## src/sv/lbp_pkg.sv

```systemverilog
`default_nettype none

package lbp_pkg;

    localparam int ACC_BITS       = 32;
    localparam int MAX_FIELD_BITS = 31;
    localparam int CFG_BITS       = 17;
    localparam int USED_BITS      = 20;

    localparam logic [CFG_BITS-1:0] BUFFER_BYTES_RESET = 17'h10000;

    typedef enum logic [1:0] {
        KIND_PUT   = 2'd0,
        KIND_FLUSH = 2'd1,
        KIND_SKIP  = 2'd2,
        KIND_NONE  = 2'd3
    } kind_t;

    typedef enum logic [1:0] {
        STATUS_OK        = 2'd0,
        STATUS_OVERFLOW  = 2'd1,
        STATUS_UNALIGNED = 2'd2
    } status_t;

endpackage

`default_nettype wire

```

## src/sv/lsb_first_bit_packer_unit.sv

```systemverilog
`default_nettype none

// channel   direction  handshake               payload
// in        input      in_valid / in_stall     kind, bit_count, field_value, skip_bytes
// out       output     out_valid / out_stall   word_valid, word_data, word_bytes,
//                                              word_offset, bits_used, status
// cfg       input      cfg_valid / cfg_ready   cfg_data (buffer_bytes)
//
// one item per cycle while in_stall is low; each transaction gives exactly one result
// path: input register, then the shift-or and offset update into the result register
// the accumulator, free bit count and offset advance as an item moves into the result register
// reset clears the state, sets buffer_bytes to 65536; cfg_ready is always high
// out_stall holds the result and backs up into in_stall only when both stages are full
module lsb_first_bit_packer_unit #(
    parameter int OFFSET_BITS = 16
) (
    input  wire logic                         clk,
    input  wire logic                         rst_n,
    input  wire logic                         in_valid,
    output logic                              in_stall,
    input  wire logic [1:0]                   kind,
    input  wire logic [4:0]                   bit_count,
    input  wire logic [30:0]                  field_value,
    input  wire logic [15:0]                  skip_bytes,
    output logic                              out_valid,
    input  wire logic                         out_stall,
    output logic                              word_valid,
    output logic [31:0]                       word_data,
    output logic [2:0]                        word_bytes,
    output logic [OFFSET_BITS-1:0]            word_offset,
    output logic [lbp_pkg::USED_BITS-1:0]     bits_used,
    output logic [1:0]                        status,
    input  wire logic                         cfg_valid,
    output logic                              cfg_ready,
    input  wire logic [lbp_pkg::CFG_BITS-1:0] cfg_data
);
    import lbp_pkg::*;

    localparam int OW = OFFSET_BITS + 1;
    localparam int CW = ((OW > CFG_BITS) ? OW : CFG_BITS) + 1;
    localparam logic [CW-1:0] OFFSET_CAP = {{(CW-1){1'b0}}, 1'b1} << OFFSET_BITS;

    // input stage
    logic        s1_valid_reg;
    logic [1:0]  kind_reg;
    logic [4:0]  bit_count_reg;
    logic [30:0] field_value_reg;
    logic [15:0] skip_bytes_reg;

    // packer state
    logic [ACC_BITS-1:0] acc_reg, acc_next;
    logic [5:0]          free_bits_reg, free_bits_next;
    logic [OW-1:0]       offset_reg, offset_next;
    logic [CFG_BITS-1:0] buffer_bytes_reg;

    // result stage
    logic                 out_valid_reg;
    logic                 word_valid_reg, word_valid_next;
    logic [31:0]          word_data_reg, word_data_next;
    logic [2:0]           word_bytes_reg, word_bytes_next;
    logic [OFFSET_BITS-1:0] word_offset_reg, word_offset_next;
    logic [USED_BITS-1:0] bits_used_reg, bits_used_next;
    status_t              status_reg, status_next;

    logic in_take;
    logic s1_advance;

    assign s1_advance = s1_valid_reg && (!out_valid_reg || !out_stall);
    assign in_stall   = s1_valid_reg && out_valid_reg && out_stall;
    assign in_take    = in_valid && !in_stall;
    assign cfg_ready  = 1'b1;

    always_comb
    begin
        logic [4:0]    n;
        logic [30:0]   v;
        logic [31:0]   mask;
        logic [4:0]    shamt;
        logic [31:0]   acc_or;
        logic          fill;
        logic [5:0]    pending;
        logic [2:0]    flush_bytes;
        logic [31:0]   flush_data;
        logic          emit_en;
        logic [2:0]    emit_bytes;
        logic [31:0]   emit_data;
        logic [CW-1:0] limit;
        logic [CW-1:0] cfg_ext;
        logic [CW-1:0] add;
        logic [CW-1:0] sum;
        logic          do_adv;
        logic          over;
        logic [6:0]    fb_sum;

        acc_next         = acc_reg;
        free_bits_next   = free_bits_reg;
        offset_next      = offset_reg;
        word_valid_next  = 1'b0;
        word_data_next   = '0;
        word_bytes_next  = '0;
        status_next      = STATUS_OK;

        n = (bit_count_reg > 5'(MAX_FIELD_BITS)) ? 5'(MAX_FIELD_BITS) : bit_count_reg;
        mask    = (32'd1 << n) - 32'd1;
        v       = field_value_reg & mask[30:0];
        shamt   = 5'(6'd32 - free_bits_reg);
        acc_or  = acc_reg | ({1'b0, v} << shamt);
        fill    = ({1'b0, n} >= free_bits_reg);

        pending     = 6'd32 - free_bits_reg;
        flush_bytes = 3'((7'(pending) + 7'd7) >> 3);
        for (int i = 0; i < 4; i++)
        begin
            flush_data[8*i +: 8] = (3'(i) < flush_bytes) ? acc_reg[8*i +: 8] : 8'd0;
        end

        emit_en    = 1'b0;
        emit_bytes = '0;
        emit_data  = '0;
        do_adv     = 1'b0;
        add        = '0;
        fb_sum     = '0;

        case (kind_reg)
            KIND_PUT:
            begin
                if (fill)
                begin
                    emit_en    = 1'b1;
                    emit_bytes = 3'd4;
                    emit_data  = acc_or;
                    acc_next   = (free_bits_reg == 6'd32) ? 32'd0 : ({1'b0, v} >> free_bits_reg);
                end
                else
                begin
                    acc_next = acc_or;
                end
                fb_sum         = 7'(free_bits_reg) + (fill ? 7'd32 : 7'd0) - 7'(n);
                free_bits_next = fb_sum[5:0];
            end
            KIND_FLUSH:
            begin
                if (flush_bytes != 3'd0)
                begin
                    emit_en    = 1'b1;
                    emit_bytes = flush_bytes;
                    emit_data  = flush_data;
                end
                acc_next       = '0;
                free_bits_next = 6'd32;
            end
            KIND_SKIP:
            begin
                if (free_bits_reg != 6'd32)
                begin
                    status_next = STATUS_UNALIGNED;
                end
                else
                begin
                    do_adv = 1'b1;
                    add    = CW'(skip_bytes_reg);
                end
            end
            default:
            begin
                acc_next = acc_reg;
            end
        endcase

        // overflow check against the smaller of the buffer size and the offset range
        cfg_ext = CW'(buffer_bytes_reg);
        limit   = (cfg_ext < OFFSET_CAP) ? cfg_ext : OFFSET_CAP;
        over    = (CW'(offset_reg) + CW'(emit_bytes)) > limit;
        if (emit_en)
        begin
            do_adv = 1'b1;
            add    = CW'(emit_bytes);
            if (over)
            begin
                status_next = STATUS_OVERFLOW;
            end
            else
            begin
                word_valid_next = 1'b1;
                word_data_next  = emit_data;
                word_bytes_next = emit_bytes;
            end
        end

        // offset saturates at the top of its range
        sum = CW'(offset_reg) + add;
        if (do_adv)
        begin
            offset_next = (sum > OFFSET_CAP) ? OW'(OFFSET_CAP) : OW'(sum);
        end

        word_offset_next = (emit_en || !do_adv) ? offset_reg[OFFSET_BITS-1:0]
                                                : offset_next[OFFSET_BITS-1:0];
        bits_used_next = USED_BITS'({offset_next, 3'b000})
                       + USED_BITS'(6'd32 - free_bits_next);
    end

    always_ff @(posedge clk or negedge rst_n)
    begin
        if (!rst_n)
        begin
            s1_valid_reg     <= 1'b0;
            out_valid_reg    <= 1'b0;
            acc_reg          <= '0;
            free_bits_reg    <= 6'd32;
            offset_reg       <= '0;
            buffer_bytes_reg <= BUFFER_BYTES_RESET;
        end
        else
        begin
            if (cfg_valid && cfg_ready)
            begin
                buffer_bytes_reg <= cfg_data;
            end
            if (in_take)
            begin
                s1_valid_reg <= 1'b1;
            end
            else if (s1_advance)
            begin
                s1_valid_reg <= 1'b0;
            end
            if (s1_advance)
            begin
                out_valid_reg <= 1'b1;
                acc_reg       <= acc_next;
                free_bits_reg <= free_bits_next;
                offset_reg    <= offset_next;
            end
            else if (!out_stall)
            begin
                out_valid_reg <= 1'b0;
            end
        end
    end

    always_ff @(posedge clk)
    begin
        if (in_take)
        begin
            kind_reg        <= kind;
            bit_count_reg   <= bit_count;
            field_value_reg <= field_value;
            skip_bytes_reg  <= skip_bytes;
        end
        if (s1_advance)
        begin
            word_valid_reg  <= word_valid_next;
            word_data_reg   <= word_data_next;
            word_bytes_reg  <= word_bytes_next;
            word_offset_reg <= word_offset_next;
            bits_used_reg   <= bits_used_next;
            status_reg      <= status_next;
        end
    end

    assign out_valid   = out_valid_reg;
    assign word_valid  = word_valid_reg;
    assign word_data   = word_data_reg;
    assign word_bytes  = word_bytes_reg;
    assign word_offset = word_offset_reg;
    assign bits_used   = bits_used_reg;
    assign status      = status_reg;

    a_free_bits_range: assert property (@(posedge clk) disable iff (!rst_n)
        free_bits_reg != 6'd0 && free_bits_reg <= 6'd32)
        else $error("free bit count out of range");

    a_offset_capped: assert property (@(posedge clk) disable iff (!rst_n)
        CW'(offset_reg) <= OFFSET_CAP)
        else $error("write offset beyond its cap");

    a_word_has_bytes: assert property (@(posedge clk) disable iff (!rst_n)
        out_valid_reg && word_valid_reg |-> word_bytes_reg != 3'd0 && word_bytes_reg <= 3'd4)
        else $error("emitted word without a byte count");

    a_overflow_drops: assert property (@(posedge clk) disable iff (!rst_n)
        out_valid_reg && status_reg == STATUS_OVERFLOW |-> !word_valid_reg)
        else $error("overflowed word still marked valid");

    a_stall_needs_item: assert property (@(posedge clk) disable iff (!rst_n)
        in_stall |-> s1_valid_reg && out_valid_reg)
        else $error("input stalled with a free stage");

    a_state_held: assert property (@(posedge clk) disable iff (!rst_n)
        !s1_advance |=> $stable(offset_reg) && $stable(free_bits_reg))
        else $error("state moved without an item");

endmodule

`default_nettype wire
```

## config.mk

```make
export PLATFORM = sky130hd
export DESIGN_NAME = lsb_first_bit_packer_unit
export DESIGN_NICKNAME = d
export VERILOG_FILES = /design/src/sv/lbp_pkg.sv /design/src/sv/lsb_first_bit_packer_unit.sv
export SDC_FILE = /design/constraint.sdc
export NUM_CORES = 1
export LEC_CHECK = 0
export ABC_AREA = 1
export CAP_MARGIN = 20
export CORE_MARGIN = 4
export CORE_UTILIZATION = 35
export CTS_CLUSTER_DIAMETER = 100
export DETAILED_ROUTE_END_ITERATION = 8
export DONT_BUFFER_PORTS = 1
export HOLD_SLACK_MARGIN = 0.12
export SYNTH_ARGS = -nofsm -noshare
export SYNTH_HDL_FRONTEND = slang
export SYNTH_SLANG_ARGS = --single-unit
```

## constraint.sdc

```tcl
create_clock -name clk -period 8.6 [get_ports clk]
set_input_delay 1.29 -clock clk [delete_from_list [all_inputs] [get_ports clk]]
set_output_delay 1.29 -clock clk [all_outputs]
set_load 0.03 [all_outputs]
```

---- Word level (Yosys, flattened, before mapping) ----
Cells that the tools add are included.
storage, ports and cells
  register bits ........................... 202
  latch bits .............................. 0
  memory bits (writable) .................. 0
  ROM bits ................................ 0
  input port bits ......................... 76
  output and inout bits ................... 77
  memories kept ........................... 0
cells by class
  $add $sub $neg .......................... 9
  $mul .................................... 0
  divide/modulo/power cells ............... 0
  order comparisons ....................... 9
  eq/ne operators ......................... 5
  shifts and indexed selects .............. 3
  mux-type cells .......................... 38
  bitwise operators ....................... 3
  reduce and logical (&&, ||, !) cells .... 16
operators with widths
  operator                 number
  $mux W32                 4
  $pmux W32 S2             2
  $mux W17                 3
  $mux W16                 3
  $mux W8                  4
  $or A32 B32 Y32          1
  $shl A31 B5 Y32          1
  $shr A31 B6 Y32          1
  $and A31 B31 Y31         1
  $shl A1 B5 Y31 const A   1
  $sub A31 B1 Y31 const B  1
  $add A20 B20 Y20         1
  $add A17 B18 Y18         1
  $add A17 B3 Y18          1
  $gt A18 B17 Y1           1
  $gt A18 B17 Y1 const B   1
  $mux W18                 1
  $lt A17 B17 Y1 const B   1
  $pmux W6 S2              1
  $mux W1                  10
  $mux W2                  4
  $sub A6 B6 Y7 const A    1
  $add A6 B3 Y6 const B    1
  $add A6 B6 Y6            1
  25 further kinds         36

---- Logic depth before layout (Yosys ltp) ----
Gate-level depths: netlist (run 1).
  depth in word-level cells ............... 11
  gate-level depth with buffers ........... 46
  gate-level depth less buffers ........... 42

---- Least setup slack after synthesis (run 1) ----
Ideal clock, no wire load.
  path kind ............................... reg-to-reg
  start point ............................. register free_bits_reg[0]
  end point ............................... register bits_used_reg[17], in the netlist bits_used[17], data pin
  arrival time ............................ 5.991 ns
  data required time ...................... 8.341 ns
  slack ................................... 2.350 ns
  cell stages (with the launch flop) ...... 42
  path buffers ............................ 4
  period minus slack after synthesis ...... 6.250 ns
  cell sequence ........................... dfrtp_1 buf_2 inv_2 buf_2 buf_1 ha_1 xnor2_2 nor2_4 nand2_1 nand2_2 nor2_2 xor2_2 nand2_4 nand2_4 buf_6 inv_1 nor2_1 inv_1 [... 6 more ...] nor2_1 nand2_1 nor3_1 nand3_1 nand2_1 nand3_1 nand2_1 ha_1 inv_1 fa_1 nand3b_1 and2_1 o221ai_1 a31oi_1 o21ai_0 nand3_1 nand2_1 xor2_1
on the way
  longest elaborated chain between the ends .. 11
  elaborated cells on any way between the ends .. 27
  those cells by class .................... add/sub: 7; order compare: 2; eq/ne: 1; mux: 16; reduce/logical: 1
RTL lines
  what                                               RTL line                          source
  from (decl)                                        lsb_first_bit_packer_unit.sv:52   logic [5:0] free_bits_reg, free_bits_next;
  from (signal assigned)                             lsb_first_bit_packer_unit.sv:232  free_bits_reg <= free_bits_next;
  $sub A6 B6 Y6                                      lsb_first_bit_packer_unit.sv:110  pending = 6'd32 - free_bits_reg;
  $add A6 B3 Y6                                      lsb_first_bit_packer_unit.sv:111  flush_bytes = 3'((7'(pending) + 7'd7) >> 3);
  $reduce_bool A3 Y1                                 lsb_first_bit_packer_unit.sv:143  if (flush_bytes != 3'd0)
  $mux W3 / $mux W1 (equally long branches)          lsb_first_bit_packer_unit.sv:143
  $pmux W3 S2 / $pmux W1 S2 (equally long branches)  lsb_first_bit_packer_unit.sv:124  case (kind_reg)
  $mux W18                                           lsb_first_bit_packer_unit.sv:174  if (emit_en)
  $add A17 B18 Y18                                   lsb_first_bit_packer_unit.sv:191  sum = CW'(offset_reg) + add;
  $gt A18 B17 Y1                                     lsb_first_bit_packer_unit.sv:194  offset_next = (sum > OFFSET_CAP) ? OW'(OFFSET_CAP) : OW'(sum);
  $mux W17                                           lsb_first_bit_packer_unit.sv:194
  $mux W17 (*)                                       lsb_first_bit_packer_unit.sv:192  if (do_adv)
  via offset_next[0]                                 lsb_first_bit_packer_unit.sv:53   logic [OW-1:0] offset_reg, offset_next;
  $add A20 B20 Y20 (*)                               lsb_first_bit_packer_unit.sv:200  + USED_BITS'(6'd32 - free_bits_next);
  via bits_used_next[17]                             lsb_first_bit_packer_unit.sv:62   logic [USED_BITS-1:0] bits_used_reg, bits_used_next;
  to (signal assigned)                               lsb_first_bit_packer_unit.sv:257  bits_used_reg <= bits_used_next;
  to (decl)                                          lsb_first_bit_packer_unit.sv:62
The timed path passes the listed nets; every way through them passes the cells marked *.
A chain may end at the register's enable or synchronous reset.

---- Worst setup path after layout (run 1) ----
  start point ............................. register free_bits_reg[1]
  end point ............................... register bits_used_reg[17], in the netlist bits_used[17], data pin
Same word-level chain as after synthesis.

==> impl_metrics.py, run 1 <==
metrics = {
    "status": {
        "status": "finished clean",
    },
    "worst_setup_path": {
        "crit_path_max_incr_delay_ps": 480,
        "cp_slowest_cell": "inv_2",
        "criticalPathCategory": "flip-flop to flip-flop",
        "crit_buf_inv": 5,
        "cpLargestDelayFamily": "simple AND/OR/NAND/NOR gates",
        "critPathCaptureType": "flip-flop",
        "critPathRequiredTime_ps": 8900,
        "setup.worst_path.start_class": "flip-flop",
        "crit_arrival_ps": 7530,
        "cp_max_fo": 35,
    },
    "logic_synthesis": {
        "synth_top_family_by_area": "simple AND/OR/NAND/NOR gates",
        "synthAdderAreaFrac": 0.0629,
        "synth_edf_count": 128,
        "synthDistinctLibCells": 57,
        "synthFlopType": "edfxtp_1",
        "syn_inst": 2117,
        "syn_avg_cell_area_sq_um": 7.18,
        "muxShareOfSynthArea": 0.0111,
        "synth_fp_nets": 2267,
        "syn-cell-area_sq_um": 15200,
        "synth-simple-area-share": 0.336,
        "async_reset_ff_frac": 0.366,
        "synth_seq_cells": 202,
        "synth_compound_area_frac": 0.109,
        "synthXorXnorAreaFrac": 0.0287,
        "yosysWarnings": 0,
        "ys_seq_area_frac": 0.375,
    },
    "die": {
        "die_w_microns": 216,
        "ioPinCount": 153,
        "core_sq_um": 43000,
        "die_area_sq_um": 46800,
        "rows": 76,
        "start_util": 0.353,
        "die_h_microns": 216,
    },
    "clocking": {
        "hold_buffers": 0,
        "post_cts_resized": 0,
        "root_buffer": "clkbuf_16",
        "path_clk_slew_ps": 60,
        "clock-sinks": 202,
        "cts_setup_buffers": 0,
        "htreeDepth": 1,
        "cts_tree": "done",
        "clkLatencyLatePin_ps": 570,
        "numCtsBuffers": 26,
        "clockBufferDepth": 3,
    },
    "sta": {
        "hold_viol_final": 0,
        "holdWs_ps": 439,
        "rsz0062_at_grt": "no",
        "final.setup.tns_ps": 0,
        "fin_skew_ps": 20.4,
        "setup_violations": 0,
        "fmax_mhz": 138,
        "post-route-period-util": 0.840,
        "final_max_slew_viol_count": 0,
        "worst_pin_slew_ps": 1090,
        "maxSlewHeadroom": 0.275,
        "post-route-min-period_ps": 7230,
    },
    "place": {
        "post_dp_cell_area_sq_um": 15700,
        "dpl.hpwl_microns": 40500,
        "place_inst": 2625,
        "gp_congestion": 0.960,
        "port_buffers": 0,
    },
    "global_route": {
        "antenna_found_initial": 2,
        "grt_pass1_wl_microns": 81600,
        "track_usage": 0.220,
        "grt_overflow": 0,
        "grt_start_max_net_pins": 90,
        "grt_pass1_vias": 13504,
    },
    "job": {
        "drv_cap": 0,
    },
    "final_layout": {
        "area_growth_pct": 9.10,
        "drive_gt1_frac": 0.0598,
        "fin_area_sq_um": 16600,
        "fill_cells": 4575,
        "fin_nets": 2219,
        "diodes": 0,
        "layoutNonFillerInstCount": 2674,
    },
    "routing": {
        "initialDrtViolationCount": 1498,
        "totalWireLength_microns": 52700,
        "routedWlPerCell_microns": 19.7,
        "vias": 14451,
        "ant_nets": 0,
        "via_per_inst": 5.40,
        "drtPass1Iterations": 6,
        "drc_errors": 0,
    },
    "min_path": {
        "worstHoldPathType": "primary input to async pin",
    },
    "power_and_ir_drop": {
        "vdd_drop_max_mv": 0.177,
        "cellPowerDensity_nw_per_um2": 429,
        "p_leak_nw": 7.92,
    },
}
path summary, 6_finish.rpt:
kind                                                end  slack (ps)                         start  cells past startpoint
setup / recovery                bits_used[17]$_DFFE_PP_        1370  free_bits_reg[1]$_DFFE_PN0P_                     38
hold / removal               offset_reg[15]$_DFFE_PN0P_         440                         rst_n                      0
setup reg to reg                bits_used[17]$_DFFE_PP_        1370  free_bits_reg[1]$_DFFE_PN0P_                     38
hold reg to reg                 acc_reg[18]$_DFFE_PN0P_         480       acc_reg[18]$_DFFE_PN0P_                      2
max in group asynchronous  free_bits_reg[5]$_DFFE_PN1P_        7940                         rst_n                      0
min in group clk                acc_reg[18]$_DFFE_PN0P_         480       acc_reg[18]$_DFFE_PN0P_                      2
report_power, final:
group | internal [W] | switching (W)
Clock | 0.000688 | 0.000449
Combinational | 0.00127 | 0.00298
Sequential | 0.00135 | 0.000362
Total | 0.00331 | 0.00380
cell type report:
type / count / area, sq um / area share
Sequential cell: 202 / 5700 / 0.344
Tap cell: 585 / 732 / 0.0442
Clock buffer: 34 / 732 / 0.0442
Clock inverter: 14 / 155 / 0.00936
Inverter: 198 / 746 / 0.0450
Timing Repair Buffer: 22 / 185 / 0.0112
Multi-Input combinational cell: 1619 / 8330 / 0.502
synthesized netlist by cell type, drive strengths merged (2+ instances only):
cell,number,share of area
nand2,683,0.17
nand3,302,0.10
inv,194,0.048
nor2,141,0.037
edfxtp,128,0.25
o21ai,104,0.034
a21oi,103,0.034
dfrtp,72,0.12
ha,70,0.058
clkbuf,53,0.013
buf,45,0.015
nand4,40,0.016
xor2,31,0.020
o211ai,17,0.0084
a22oi,16,0.0079
mux2,15,0.011
xnor2,15,0.0091
a31oi,11,0.0045
o21bai,11,0.0054
or2,9,0.0037
a21o,7,0.0035
nor3,7,0.0023
nand3b,5,0.0025
a21boi,4,0.0020
a32oi,4,0.0023
clkinv,4,0.00099
fa,4,0.0053
o22ai,3,0.0012
a211oi,2,0.00099
a31o,2,0.0012
and2,2,0.00082
dfstp,2,0.0035
nor4,2,0.00082
o21a,2,0.00099
routing by layer:
metal	vias to the layer above	track usage	part of all wire
met3	98	0.0386	0.081
li1	7001	-	-
met4	4	0.0521	0.026
met2	611	0.335	0.43
met1	6737	0.327	0.46
met5	-	0	0.00049
stage by stage:
stage,power (W),util,setup WS (ps)
floorplan,0.00468,-,2350
global placement,0.00588,0.364,1680
detailed placement,0.00590,0.364,1470
CTS,0.00707,0.385,1430
global route,0.00768,0.386,514
finish,0.00711,0.386,1370
layout by cell type, fill, tap and decap left out, drive strengths merged, types with 22 or more instances in the layout:
cell type	synthesis	routed
a21oi	103	103
buf	45	22
clkbuf	53	34
dfrtp	72	72
edfxtp	128	128
ha	70	70
inv	194	195
nand2	683	683
nand3	302	302
nand4	40	40
nor2	141	141
o21ai	104	104
xor2	31	31
worst reg2reg max path, delay by kind of cell, from the launching register on:
kind,cells,cell delay [ps]
AO/OA/AOI/OAI,6,1340
XOR/XNOR,2,280
adder cells (fa/ha/maj),4,1160
buffers and inverters,5,950
flip-flops,1,390
AND/OR/NAND/NOR,21,2870
cell families (layout without fill, tap and decap cells):
family | count (synthesis) | count (layout)
AOI/OAI and AO/OA | 290 | 290
xor gates and xnor gates | 46 | 46
adders and majority gates | 74 | 74
buffers and inverters | 296 | 268
DFF | 202 | 202
muxes | 15 | 15
other | 1 | 1
and+or+nand+nor | 1193 | 1193
No activity file was read; power rests on OpenSTA's default activity.
==> inputs of run 2 (changes only) <==
==> constraint.sdc (replaced) <==
create_clock -name clk -period 7.15 [get_ports clk]
set_input_delay 1.0725 -clock clk [delete_from_list [all_inputs] [get_ports clk]]
set_output_delay 1.0725 -clock clk [all_outputs]
set_load 0.03 [all_outputs]
==> impl_metrics.py, run 2 (synthesis results as in run 1) <==
metrics = {
    "status": {
        "status": "finished clean",
    },
    "worst_setup_path": {
        "ff2ff_path_depth": 35,
        "crit_start": "free_bits_reg[2]$_DFFE_PN0P_",
        "setup.worst_path.end": "bits_used[17]$_DFFE_PP_",
        "setup.worst_path.start_class": "flip-flop",
        "criticalPathCategory": "flip-flop to flip-flop",
        "crit_arrival_ps": 6720,
        "cp_max_fo": 30,
        "critPathCaptureType": "flip-flop",
        "r2r_setup_slack_ps": 730,
        "cpLargestDelayFamily": "simple AND/OR/NAND/NOR gates",
        "crit_path_max_incr_delay_ps": 430,
        "crit_buf_inv": 4,
        "r2r_start": "free_bits_reg[2]$_DFFE_PN0P_",
        "cp_slowest_cell": "dfrtp_1",
        "crit_cells": 35,
        "critPathRequiredTime_ps": 7450,
        "cpMostUsedCell": "nand2_1",
        "reg2reg_to": "bits_used[17]$_DFFE_PP_",
    },
    "power_and_ir_drop": {
        "vdd_drop_max_mv": 0.213,
        "power.total_w": 0.00836,
        "cellPowerDensity_nw_per_um2": 507,
        "p_leak_nw": 7.89,
    },
    "place": {
        "port_buffers": 0,
        "dpl.hpwl_microns": 40700,
        "gp_congestion": 1.01,
    },
    "die": {
        "start_util": 0.353,
        "die_w_microns": 216,
        "ioPinCount": 153,
        "die_area_sq_um": 46800,
        "rows": 76,
        "core_sq_um": 43000,
        "die_h_microns": 216,
    },
    "sta": {
        "post-route-period-util": 0.898,
        "fin_skew_ps": 14.0,
        "final.setup.tns_ps": 0,
        "hold_viol_final": 0,
        "rsz0062_at_grt": "no",
        "worst_pin_slew_ps": 784,
        "final_max_slew_viol_count": 0,
        "maxSlewHeadroom": 0.474,
        "post-route-min-period_ps": 6420,
        "setup_violations": 0,
        "fmax_mhz": 156,
    },
    "global_route": {
        "grt_overflow": 0,
        "antenna_found_initial": 0,
        "grt_pass1_wl_microns": 81100,
        "grt_pass1_vias": 13596,
        "track_usage": 0.219,
        "grt_start_max_net_pins": 90,
    },
    "clocking": {
        "hold_buffers": 0,
        "numCtsBuffers": 24,
        "path_clk_slew_ps": 60,
        "clock-sinks": 202,
        "clockBufferDepth": 3,
        "cts_tree": "done",
        "root_buffer": "clkbuf_16",
        "htreeDepth": 1,
        "clkLatencyLatePin_ps": 550,
    },
    "final_layout": {
        "area_growth_pct": 8.63,
        "final_common_cell": "nand2_1",
        "fin_nets": 2223,
        "drive_gt1_frac": 0.0598,
        "diodes": 0,
        "final_cell_mix": "672 x nand2_1, 301 x nand3_1, 179 x inv_1",
    },
    "routing": {
        "initialDrtViolationCount": 1697,
        "drc_errors": 0,
        "totalWireLength_microns": 52400,
        "ant_nets": 0,
        "vias": 14394,
        "routedWlPerCell_microns": 19.6,
        "drtPass1Iterations": 6,
        "via_per_inst": 5.38,
    },
    "min_path": {
        "worstHoldPathType": "primary input to async pin",
    },
    "job": {
        "drv_cap": 0,
    },
}
==> run 2: area by class of cell <==
class                           instances  area [sq um]
Tap cell                              585           732
Sequential cell                       202          5700
Multi-Input combinational cell       1619          8330
Fill cell                            4582         26500
Clock buffer                           39           707
Timing Repair Buffer                   28           246
Inverter                              198           746
Clock inverter                          5          43.8
==> run 2: timing repair <==
action	CTS	global route
resized for setup	0	3
buffers inserted	0	0
endpoints found under the setup margin	0	4
==> run 2: worst reg2reg max path: cells and delay by family, from the launching register on <==
family                   cells  cell delay [ps]
AO/OA/AOI/OAI                7             1520
XOR/XNOR                     1               60
adder cells (fa/ha/maj)      4             1260
buffers and inverters        4              660
flip-flops                   1              430
AND/OR/NAND/NOR             19             2220
==> run 2: worst min-delay path by stage <==
stage | to | cells past startpoint
2_1_floorplan | out_valid$_DFFE_PN0P_ | 2
3_3_place_gp | acc_reg[21]$_DFFE_PN0P_ | 2
3_5_place_dp | acc_reg[18]$_DFFE_PN0P_ | 2
4_1_cts | acc_reg[0]$_DFFE_PN0P_ | 0
5_1_grt | acc_reg[12]$_DFFE_PN0P_ | 0
6_report | acc_reg[3]$_DFFE_PN0P_ | 0
==> run 2: through the flow <==
step	area, sq um	hold WS (ps)	std cells	setup WS, ps	utilization
2_1_floorplan	15200	434	2117	900	-
3_5_place_dp	15700	466	2630	563	0.365
3_3_place_gp	15700	462	2630	693	0.365
6_report	16500	224	2676	730	0.384
4_1_cts	16400	187	2674	547	0.383
5_1_grt	16500	193	2676	29.1	0.384
==> run 2: layer usage <==
metal | share of wire | up-vias | global-route usage
met3 | 0.070 | 70 | 0.0315
met2 | 0.44 | 555 | 0.332
met1 | 0.47 | 6760 | 0.330
li1 | - | 7009 | -
met5 | 0 | - | 0
met4 | 0.022 | 0 | 0.0512
==> run 2: report_power, final <==
part / switching (W) / internal, W / total, W
combinational: 0.00358 / 0.00154 / 0.00512
sequential: 0.000433 / 0.00162 / 0.00206
clock: 0.000507 / 0.000677 / 0.00118
